[src/rtl/jpd_pkg.sv]
`default_nettype none
// ----------------------------------------------------------------------------
// jpd_pkg
// shared sizes, codes and request/result types of the job piece dispatcher
// ----------------------------------------------------------------------------
package jpd_pkg;

	localparam int JOB_SLOTS  = 8;
	localparam int PIECE_BITS = 8;
	localparam int SLOT_BITS  = (JOB_SLOTS > 1) ? $clog2(JOB_SLOTS) : 1;
	localparam int CNT_BITS   = $clog2(JOB_SLOTS + 1);

	typedef enum logic [1:0] {
		CMD_ENQUEUE = 2'd0,
		CMD_TAKE    = 2'd1,
		CMD_FINISH  = 2'd2
	} cmd_t;

	typedef enum logic [1:0] {
		ST_OK    = 2'd0,
		ST_EMPTY = 2'd1,
		ST_FULL  = 2'd2,
		ST_BAD   = 2'd3
	} status_t;

	typedef struct packed {
		logic [1:0] cmd;
		logic [7:0] num_pieces;
		logic [2:0] job_slot;
	} req_t;

	typedef struct packed {
		status_t    status;
		logic [2:0] slot_out;
		logic [7:0] piece_index;
		logic [7:0] pieces_total;
		logic       job_done;
	} rsp_t;

endpackage
`default_nettype wire

[src/rtl/jpd_core.sv]
`default_nettype none
// ----------------------------------------------------------------------------
// jpd_core
// slot table, order ring and request decode; one request per fire strobe
// ----------------------------------------------------------------------------
module jpd_core (
	input  wire logic          clk,
	input  wire logic          arst_n,
	input  wire jpd_pkg::req_t req,
	input  wire logic          fire,
	output jpd_pkg::rsp_t      rsp
);
	import jpd_pkg::*;

	logic [JOB_SLOTS-1:0]  busy_q;
	logic [JOB_SLOTS-1:0]  queued_q;
	logic [SLOT_BITS-1:0]  ring_slot_q     [JOB_SLOTS];
	logic [PIECE_BITS-1:0] ring_pieces_q   [JOB_SLOTS];
	logic [PIECE_BITS-1:0] slot_pieces_q   [JOB_SLOTS];
	logic [PIECE_BITS-1:0] slot_finished_q [JOB_SLOTS];
	logic [SLOT_BITS-1:0]  ring_head_q;
	logic [CNT_BITS-1:0]   ring_count_q;
	logic [PIECE_BITS-1:0] head_next_q;

	logic [PIECE_BITS-1:0] npieces;
	logic                  jslot_ok;
	logic [SLOT_BITS-1:0]  jidx;
	logic [SLOT_BITS-1:0]  free_idx;
	logic                  free_found;
	logic [SLOT_BITS-1:0]  head_slot;
	logic [PIECE_BITS-1:0] head_pieces;
	logic [CNT_BITS:0]     tail_sum;
	logic [SLOT_BITS-1:0]  tail_idx;
	logic [SLOT_BITS-1:0]  head_inc;
	logic [PIECE_BITS-1:0] next_piece;
	logic [PIECE_BITS-1:0] j_pieces;
	logic [PIECE_BITS-1:0] j_fin;
	logic [PIECE_BITS-1:0] j_taken;
	logic [PIECE_BITS-1:0] fin_inc;
	logic                  do_enq;
	logic                  do_take;
	logic                  take_last;
	logic                  do_fin;
	logic                  fin_done;

	// lowest free slot
	always_comb begin
		free_idx   = '0;
		free_found = 1'b0;
		for (int i = JOB_SLOTS - 1; i >= 0; i--) begin
			if (!busy_q[i]) begin
				free_idx   = SLOT_BITS'(i);
				free_found = 1'b1;
			end
		end
	end

	always_comb begin
		npieces     = PIECE_BITS'(req.num_pieces);
		jslot_ok    = (int'(req.job_slot) < JOB_SLOTS);
		jidx        = SLOT_BITS'(req.job_slot);
		head_slot   = ring_slot_q[ring_head_q];
		head_pieces = ring_pieces_q[ring_head_q];
		tail_sum    = (CNT_BITS + 1)'(ring_head_q) + (CNT_BITS + 1)'(ring_count_q);
		if (tail_sum >= (CNT_BITS + 1)'(JOB_SLOTS)) begin
			tail_idx = SLOT_BITS'(tail_sum - (CNT_BITS + 1)'(JOB_SLOTS));
		end else begin
			tail_idx = SLOT_BITS'(tail_sum);
		end
		if (ring_head_q == SLOT_BITS'(JOB_SLOTS - 1)) begin
			head_inc = '0;
		end else begin
			head_inc = ring_head_q + 1'b1;
		end
		next_piece = head_next_q + 1'b1;
		j_pieces   = slot_pieces_q[jidx];
		j_fin      = slot_finished_q[jidx];
		fin_inc    = j_fin + 1'b1;
		// pieces handed out so far for the named slot
		if (queued_q[jidx]) begin
			j_taken = (jidx == head_slot) ? head_next_q : '0;
		end else begin
			j_taken = j_pieces;
		end

		do_enq    = 1'b0;
		do_take   = 1'b0;
		take_last = 1'b0;
		do_fin    = 1'b0;
		fin_done  = 1'b0;

		rsp.status       = ST_BAD;
		rsp.slot_out     = '0;
		rsp.piece_index  = '0;
		rsp.pieces_total = '0;
		rsp.job_done     = 1'b0;

		case (cmd_t'(req.cmd))
			CMD_ENQUEUE: begin
				if (npieces == '0) begin
					rsp.status = ST_BAD;
				end else if (!free_found) begin
					rsp.status = ST_FULL;
				end else begin
					do_enq       = 1'b1;
					rsp.status   = ST_OK;
					rsp.slot_out = 3'(free_idx);
				end
			end
			CMD_TAKE: begin
				if (ring_count_q == '0) begin
					rsp.status = ST_EMPTY;
				end else begin
					do_take          = 1'b1;
					take_last        = (next_piece >= head_pieces);
					rsp.status       = ST_OK;
					rsp.slot_out     = 3'(head_slot);
					rsp.piece_index  = 8'(head_next_q);
					rsp.pieces_total = 8'(head_pieces);
				end
			end
			CMD_FINISH: begin
				if (jslot_ok && busy_q[jidx] && (j_fin < j_taken)) begin
					do_fin       = 1'b1;
					fin_done     = (fin_inc >= j_pieces);
					rsp.status   = ST_OK;
					rsp.slot_out = 3'(jidx);
					rsp.job_done = fin_done;
				end else begin
					rsp.status = ST_BAD;
				end
			end
			default: begin
				rsp.status = ST_BAD;
			end
		endcase
	end

	always_ff @(posedge clk or negedge arst_n) begin
		if (!arst_n) begin
			busy_q       <= '0;
			queued_q     <= '0;
			ring_head_q  <= '0;
			ring_count_q <= '0;
			head_next_q  <= '0;
		end else if (fire) begin
			if (do_enq) begin
				busy_q[free_idx]   <= 1'b1;
				queued_q[free_idx] <= 1'b1;
				ring_count_q       <= ring_count_q + 1'b1;
			end
			if (do_take) begin
				if (take_last) begin
					queued_q[head_slot] <= 1'b0;
					ring_head_q         <= head_inc;
					ring_count_q        <= ring_count_q - 1'b1;
					head_next_q         <= '0;
				end else begin
					head_next_q <= next_piece;
				end
			end
			if (do_fin && fin_done) begin
				busy_q[jidx] <= 1'b0;
			end
		end
	end

	always_ff @(posedge clk) begin
		if (fire && do_enq) begin
			slot_pieces_q[free_idx]   <= npieces;
			slot_finished_q[free_idx] <= '0;
			ring_slot_q[tail_idx]     <= free_idx;
			ring_pieces_q[tail_idx]   <= npieces;
		end
		if (fire && do_fin) begin
			slot_finished_q[jidx] <= fin_inc;
		end
	end

endmodule
`default_nettype wire

[src/rtl/job_piece_dispatcher.sv]
`default_nettype none
// ----------------------------------------------------------------------------
// job_piece_dispatcher
// first-in first-out dispatcher of jobs split into pieces
// ----------------------------------------------------------------------------
// Requests enter on the s_ stream (s_tuser: 0 enqueue, 1 take, 2 finish) and
// each one yields exactly one result item on the m_ stream. A request is
// registered, decoded against the slot table and order ring, and its result
// registered, so the block takes one item per clock unless the output stalls.
// The result register is the only buffer on the output side: while it holds
// an item that m_tready does not take, the request stage stalls and s_tready
// drops.
module job_piece_dispatcher (
	input  wire logic        clk,
	input  wire logic        arst_n,
	input  wire logic        s_tvalid,
	output logic             s_tready,
	input  wire logic [15:0] s_tdata,   // num_pieces[7:0], job_slot[10:8], zero
	input  wire logic [1:0]  s_tuser,   // cmd[1:0]
	output logic             m_tvalid,
	input  wire logic        m_tready,
	output logic [23:0]      m_tdata,   // slot_out[2:0], piece_index[10:3],
	                                    // pieces_total[18:11], job_done[19], zero
	output logic [1:0]       m_tuser    // status[1:0]
);
	import jpd_pkg::*;

	logic s1_valid_s1;
	req_t req_s1;
	logic m_valid_q;
	rsp_t rsp_q;
	rsp_t rsp;
	logic advance;

	assign advance  = s1_valid_s1 && (!m_valid_q || m_tready);
	assign s_tready = !s1_valid_s1 || advance;

	jpd_core u_core (
		.clk    (clk),
		.arst_n (arst_n),
		.req    (req_s1),
		.fire   (advance),
		.rsp    (rsp)
	);

	always_ff @(posedge clk or negedge arst_n) begin
		if (!arst_n) begin
			s1_valid_s1 <= 1'b0;
			m_valid_q   <= 1'b0;
		end else begin
			if (s_tready) begin
				s1_valid_s1 <= s_tvalid;
			end
			if (advance) begin
				m_valid_q <= 1'b1;
			end else if (m_tready) begin
				m_valid_q <= 1'b0;
			end
		end
	end

	always_ff @(posedge clk) begin
		if (s_tready && s_tvalid) begin
			req_s1.cmd        <= s_tuser;
			req_s1.num_pieces <= s_tdata[7:0];
			req_s1.job_slot   <= s_tdata[10:8];
		end
		if (advance) begin
			rsp_q <= rsp;
		end
	end

	assign m_tvalid = m_valid_q;
	assign m_tdata  = {4'b0000, rsp_q.job_done, rsp_q.pieces_total,
	                   rsp_q.piece_index, rsp_q.slot_out};
	assign m_tuser  = rsp_q.status;

endmodule
`default_nettype wire
[config.mk]
export PLATFORM = sky130hd
export DESIGN_NAME = job_piece_dispatcher
export DESIGN_NICKNAME = d
export VERILOG_FILES = /design/src/rtl/jpd_pkg.sv /design/src/rtl/jpd_core.sv /design/src/rtl/job_piece_dispatcher.sv
export SDC_FILE = /design/constraint.sdc
export NUM_CORES = 1
export LEC_CHECK = 0
export ABC_AREA = 1
export BUFFER_PORTS_ARGS = -buffer_cell sky130_fd_sc_hd__buf_2
export CORE_ASPECT_RATIO = 1.75
export CORE_MARGIN = 5
export CORE_UTILIZATION = 60
export CTS_BUF_LIST = sky130_fd_sc_hd__clkbuf_2 sky130_fd_sc_hd__clkbuf_4 sky130_fd_sc_hd__clkbuf_8
export CTS_CLUSTER_SIZE = 24
export DETAILED_ROUTE_END_ITERATION = 10
export MAX_ROUTING_LAYER = met4
export PLACE_DENSITY = 0.8
export SETUP_SLACK_MARGIN = 0.5
export SYNTH_ARGS = -nofsm -noshare
export SYNTH_HDL_FRONTEND = slang
export SYNTH_SLANG_ARGS = --single-unit
[constraint.sdc]
create_clock -name clk -period 10.3 [get_ports clk]
set_clock_uncertainty 0.15 [all_clocks]
set_input_delay 2.06 -clock clk [delete_from_list [all_inputs] [get_ports clk]]
set_output_delay 2.06 -clock clk [all_outputs]
set_load 0.03 [all_outputs]
# Yosys cells after proc, flatten, opt, wreduce, memory -nomap -nowiden
# Memories as Yosys holds them, arrays and structs flattened. A register that Yosys moved wholly into a read port is not among the register bits.
# Index checks and enable logic that the tools add are counted.
dict set report totals {
  ramBits 216
  in_bits 22
  reg_bits 68
  mem_count 4
}
# memory depth word_bits rd rd_clocked_by_memory_dff wr line_no
set memory_table {}
lappend memory_table {u_core.ring_pieces_q 8 8 1 0 1 jpd_core.sv:18} ;# logic [PIECE_BITS-1:0] ring_pieces_q [JOB_SLOTS];
lappend memory_table {u_core.slot_finished_q 8 8 1 1 1 jpd_core.sv:20} ;# logic [PIECE_BITS-1:0] slot_finished_q [JOB_SLOTS];
lappend memory_table {u_core.slot_pieces_q 8 8 1 1 1 jpd_core.sv:19} ;# logic [PIECE_BITS-1:0] slot_pieces_q [JOB_SLOTS];
lappend memory_table {u_core.ring_slot_q 8 3 1 0 1 jpd_core.sv:17} ;# logic [SLOT_BITS-1:0] ring_slot_q [JOB_SLOTS];
dict set report op_classes {
  n_addsub 7
  n_reduce_logical 21
  bitwise 7
  mux 73
  eq_ne 4
  n_lt_le_gt_ge 10
}
# op count
set ops {}
lappend ops {{2-to-1 mux 8 bit} 11}
lappend ops {{2-to-1 mux 3 bit} 16}
lappend ops {{2-to-1 mux 1 bit} 32}
lappend ops {{2-to-1 mux 19 bit} 1}
lappend ops {{adder 8 x 1 -> 8 bit (second input constant)} 2}
lappend ops {{AND 8 bit} 2}
lappend ops {{>= comparator 8 bit} 2}
lappend ops {{NOT 8 bit} 2}
lappend ops {{OR 8 bit} 2}
lappend ops {{less-than comparator 3 x 4 -> 1 bit (second input constant)} 3}
lappend ops {{2-to-1 mux 4 bit} 3}
lappend ops {{demux 1 bit (select 3 bit)} 3}
lappend ops {{>= comparator 3 x 1 -> 1 bit (second input constant)} 3}
lappend ops {{logical AND 1 bit} 9}
lappend ops {{case mux 3 bit (3 select lines)} 1}
lappend ops {{zero test 8 bit} 1}
lappend ops {{less-than comparator 8 bit} 1}
lappend ops {{OR reduction 8 bit} 1}
lappend ops {{binary-select mux 1 bit (select 3 bit)} 2}
lappend ops {{2-to-1 mux 2 bit} 3}
lappend ops {{case mux 2 bit (3 select lines)} 1}
lappend ops {{adder 3 x 4 -> 5 bit} 1}
lappend ops {{>= comparator 5 x 4 -> 1 bit (second input constant)} 1}
lappend ops {{adder 4 x 1 -> 4 bit (second input constant)} 1}
lappend ops {{other kinds (16)} 18}

# Depth between registers and ports, before layout
dict set report logic_depth {
  word_depth 18
  ltp_mapped 23
  mapped_depth_nobuf 22
}

# By module
# A second synthesis with hierarchy kept.
dict set report hier_totals {
  hier_cells 1091
  area_unflattened_um2 12577.1
}
# mod area_each_um2 cells_each n_inst
set modules_own_cells {}
lappend modules_own_cells {jpd_core 11397.2 1039 1}
lappend modules_own_cells {job_piece_dispatcher 1179.9 52 1}

# Least setup slack after synthesis
# Ideal clock, no wire load.
dict set report synth_path {
  path_kind {input-to-output}
  from {input port m_tready}
  to {output port s_tready}
  required_ps 8090
  cell_stages 2
  setup_slack_ps 5708
  arrival_ps 2382
  path_cell_list {inv_1 -> nand3_1}
}
dict set report synth_between {
  elab_chain_cells 3
}
# element line_no
set synth_lines {}
lappend synth_lines {{from (decl)} job_piece_dispatcher.sv:21} ;# input wire logic m_tready,
lappend synth_lines {{logical OR 1 bit} job_piece_dispatcher.sv:35} ;# assign advance = s1_valid_s1 && (!m_valid_q || m_tready);
lappend synth_lines {{logical AND 1 bit} job_piece_dispatcher.sv:35}
lappend synth_lines {{logical OR 1 bit} job_piece_dispatcher.sv:36} ;# assign s_tready = !s1_valid_s1 || advance;
lappend synth_lines {{to (decl)} job_piece_dispatcher.sv:17} ;# output logic s_tready,
# Every way passes these cells.

# Worst setup path in the final report
dict set report layout_path {
  from {register u_core.ring_head_q[0]}
  to {memory u_core.slot_finished_q[6][7], enable pin}
}
dict set report layout_between {
  elab_chain_cells 13
}
# element line_no
set layout_lines {}
lappend layout_lines {{from (decl)} jpd_core.sv:21} ;# logic [SLOT_BITS-1:0] ring_head_q;
lappend layout_lines {{from (signal assigned)} jpd_core.sv:155} ;# ring_head_q <= head_inc;
lappend layout_lines {{memory read (8 x 3 bit) *} -}
lappend layout_lines {{equality test 3 bit *} jpd_core.sv:81} ;# j_taken = (jidx == head_slot) ? head_next_q : '0;
lappend layout_lines {{2-to-1 mux 8 bit *} jpd_core.sv:81}
lappend layout_lines {{2-to-1 mux 8 bit *} jpd_core.sv:80} ;# if (queued_q[jidx]) begin
lappend layout_lines {{less-than comparator 8 bit *} jpd_core.sv:123} ;# if (jslot_ok && busy_q[jidx] && (j_fin < j_taken)) begin
lappend layout_lines {{logical AND 1 bit *} jpd_core.sv:123}
lappend layout_lines {{2-to-1 mux 1 bit *} jpd_core.sv:123}
lappend layout_lines {{2-to-1 mux 1 bit *} jpd_core.sv:98} ;# case (cmd_t'(req.cmd))
lappend layout_lines {{logical AND 1 bit *} jpd_core.sv:175} ;# if (fire && do_fin) begin
lappend layout_lines {{2-to-1 mux 1 bit *} jpd_core.sv:175}
lappend layout_lines {{2-to-1 mux 1 bit (not written as such) *} jpd_core.sv:176} ;# slot_finished_q[jidx] <= fin_inc;
lappend layout_lines {{OR reduction 8 bit (no source line)} -}
lappend layout_lines {{2-to-1 mux 3 bit (no source line) or 2-to-1 mux 1 bit (tied branches)} -}
lappend layout_lines {{to (decl)} jpd_core.sv:20}
# Every way passes the cells marked *; elsewhere a longest branch is shown, timed or not.

==> flow_metrics.tcl <==
set metrics [dict create \
    status "finished clean" \
    grt_antenna_before_repair 0 \
    fin_crit_sh 0.565 \
    clk_latency_ps 550 \
    ys.warnings.count 0 \
    post_cts_buffers 0 \
    crit_buf_inv 2 \
    p_leak_nw 5.44 \
    grt_start_max_net_pins 65 \
    cpLargestDelayFamily "simple AND/OR/NAND/NOR gates" \
    r2r-start "u_core.ring_head_q[0]" \
    totalWireLength_mm 28.7 \
    critical_path_required_ps 10300 \
    area.growth.synth_to_final_pct 9.18 \
    max_slew.worst_pin.slew_ps 1050 \
    min_path_type "flip-flop to flip-flop" \
    synth_edf_count 251 \
    finalSetupTns_ps 0 \
    synth-seq-cells 287 \
    p_per_area_nw_per_um2 250 \
    gp_congestion 0.969 \
    final-setup-viol-count 0 \
    clock_sinks 287 \
    synth.area.top_cells "edfxtp_1, dfrtp_1, o21ai_0" \
    antenna_cells 0 \
    vias_per_cell 5.91 \
    syn_inst 1145 \
    grt_pass1_vias 8772 \
    crit_type "flip-flop to flip-flop" \
    max-slew-margin-rel 0.298 \
    nFillCells 1539 \
    die_area_um2 24300 \
    start_util 0.607 \
    wl_per_cell_um 19.5 \
    ys.flop_type "edfxtp_1" \
    r2r_end "u_core.slot_finished_q[6][7]" \
    finalNetCount 1243 \
    synth_cell_type_count 43 \
    slew_violations 0 \
    hold_buffers 0 \
    synth_top_cell_area_share 0.593 \
    clockBufferDepth 3 \
    whs_path_depth 2 \
    die_w_um 120 \
    worst_hold_startpoint "u_core.queued_q[6]" \
    synth_area_um2 12700 \
    numCtsBuffers 39 \
    fin_hold_ws_ps 356 \
    drtIter0Drc 731 \
    drt_pass1_iterations 6 \
    arrival_ps 5820 \
    cts_tree "built" \
    reg2reg_depth 21 \
    regToRegSetupSlack_ps 4480 \
    core_um2 20900 \
    dp_hpwl_mm 19.7 \
    drc 0 \
    seq_area_frac_synth 0.663 \
    htreeDepth 2 \
    hold_end "u_core.queued_q[6]" \
    stdcell_count 1473 \
    endpoint_kind "flip-flop" \
    async_flop_share 0.115 \
    io-pin-count 50 \
    clk_pin_slew_ps 70 \
    synth_area_leader_cell "edfxtp_1" \
    slowest_delay_ps 820 \
    grt_overflow 0 \
    maxCapViolCount 0 \
    worstPathCellList "buf_4 -> inv_2 -> nand2_1 -> nand3_1 -> nand3_1 -> nand2_1 -> nand2_1 -> nand2_1 -> nand3_1 -> o21ai_0 -> o21ai_0 -> ha_1 -> a21oi_1 -> nand2_1 -> a211oi_1 -> o2111ai_1 -> nor3_4 -> nand3_4 -> nand2_1 -> nand3_2 -> nor2_1" \
    path_common_cell "nand2_1" \
    fin_total_pwr_w 0.00346 \
    placedCellCount 1401 \
    critical_path.slowest_cell "nor2_1" \
    cp_max_fo 49 \
    portBuffers 40 \
    crit_path_start_kind "flip-flop" \
    die_y_um 202 \
    antenna_left 0 \
    grt_pass1_wl_mm 44.9 \
    vdd_ir_drop_max_v 0.000212 \
    max_freq_mhz 172 \
    rsz0062_at_grt "no" \
    drive_above_1_share 0.113 \
    syn_avg_cell_area_um2 11.1 \
    post_cts_resized 0 \
    num_rows 70 \
    fin_crit_ps 5820 \
    finalHoldViolations 0 \
    cts-root-buf "clkbuf_8" \
    track_usage 0.245 \
    vias 8711 \
]
synthesized netlist by cell type, drive strengths merged, types with 4 or more instances:
cell type  number
edfxtp        251
nor2          185
o21ai         150
nand2         135
inv           116
nand3          49
o22ai          49
dfrtp          33
ha             30
clkbuf         28
a21oi          23
buf            20
xor2           12
nand4          11
o221ai         11
nor3            7
a31oi           5
nor4            5
xnor2           4
power breakdown:
group	switching, W	internal, W	total (W)
logic	0.000762	0.000308	0.00107
clock network	0.000414	0.000466	0.000881
registers	0.0000874	0.00142	0.00151
total	0.00126	0.00220	0.00346
area by class of cell:
cell class / instances / area [um2] / area share
well taps: 252 / 315 / 0.0227
clock inverters: 19 / 153 / 0.0110
clock buffers: 53 / 648 / 0.0467
flip-flops and latches: 287 / 8420 / 0.607
multi-input cells: 696 / 3620 / 0.261
inverters: 117 / 439 / 0.0317
repair buffers: 49 / 268 / 0.0193
worst max-delay path by stage:
| stage | from | endpoint | slack (ps) | cells past startpoint |
|---|---|---|---|---|
| 5_1_grt | u_core.ring_head_q[0] | u_core.slot_finished_q[5][5] | 3960 | 21 |
| 2_1_floorplan | m_tready | s_tready | 5710 | 2 |
| 4_1_cts | u_core.ring_head_q[0] | u_core.slot_finished_q[7][5] | 4580 | 21 |
| 3_5_place_dp | u_core.ring_head_q[0] | u_core.slot_finished_q[7][1] | 4620 | 21 |
| 6_report | u_core.ring_head_q[0] | u_core.slot_finished_q[6][7] | 4480 | 21 |
| 3_3_place_gp | u_core.ring_head_q[0] | u_core.slot_finished_q[6][4] | 4790 | 21 |
cells in the final DEF (no fill, tap or decap), types with 2 or more instances in the layout:
master	netlist	layout
edfxtp_1	251	251
nor2_1	184	184
o21ai_0	148	148
nand2_1	127	127
inv_1	111	111
o22ai_1	49	49
nand3_1	46	46
clkbuf_8	0	40
buf_2	11	40
dfrtp_1	33	33
ha_1	30	30
a21oi_1	23	23
clkbuf_4	0	13
xor2_1	12	12
o221ai_1	11	11
nand4_1	11	11
buf_4	6	9
clkinv_2	0	8
clkinv_1	1	7
nand2_2	7	7
nor3_1	6	6
inv_2	5	5
a31oi_1	5	5
xnor2_1	4	4
conb_1	1	4
o21a_1	3	3
nor4_1	5	3
a21boi_0	3	3
o21ai_1	2	2
a211oi_1	2	2
nand3_2	2	2
or2_2	2	2
nor4_2	0	2
dfxtp_1	3	2
inv_8	0	2
bufinv_16	0	2
kinds of logic (layout without fill, tap and decap cells):
family                   after synthesis  after routing  share of synthesized area
adder cells (fa/ha/maj)               31             31                     0.0311
other                                  1              4                   0.000295
buffers and inverters                165            238                     0.0537
AO/OA/AOI/OAI                        251            251                      0.110
flip-flops                           287            287                      0.663
XOR/XNOR                              16             16                     0.0110
AND/OR/NAND/NOR                      394            394                      0.131
worst reg2reg max path, stage by stage, from the launching register on:
cell	delay [ps]
dfrtp_1	360
buf_4	270
inv_2	630
nand2_1	130
nand3_1	100
nand3_1	140
nand2_1	190
nand2_1	70
nand2_1	80
nand3_1	210
o21ai_0	200
o21ai_0	110
ha_1	320
a21oi_1	160
nand2_1	100
a211oi_1	240
o2111ai_1	190
nor3_4	350
nand3_4	290
nand2_1	200
nand3_2	110
nor2_1	820
through the flow:
step	utilization	setup WS [ps]	area, um2
2_1_floorplan	-	5710	12700
3_3_place_gp	0.624	4790	13100
3_5_place_dp	0.624	4620	13100
4_1_cts	0.663	4580	13900
5_1_grt	0.663	3960	13900
6_report	0.663	4480	13900
registers in the layout (all words and copies together), names as in the netlist, named ones only:
register and cells:
u_core.head_next_q 8, req_s1 13, u_core.queued_q 8, u_core.ring_count_q 4, u_core.ring_slot_q 24, u_core.ring_pieces_q 64
m_tvalid 1, m_tdata 20, u_core.ring_head_q 3, m_tuser 2, u_core.busy_q 8, u_core.slot_pieces_q 64
s1_valid_s1 1, u_core.slot_finished_q 64
layer usage:
metal  share of wire  track usage
met5               0            -
met4           0.066        0.153
met3           0.045       0.0295
met2            0.54        0.442
met1            0.35        0.248
(Power assumes the default switching activity.)
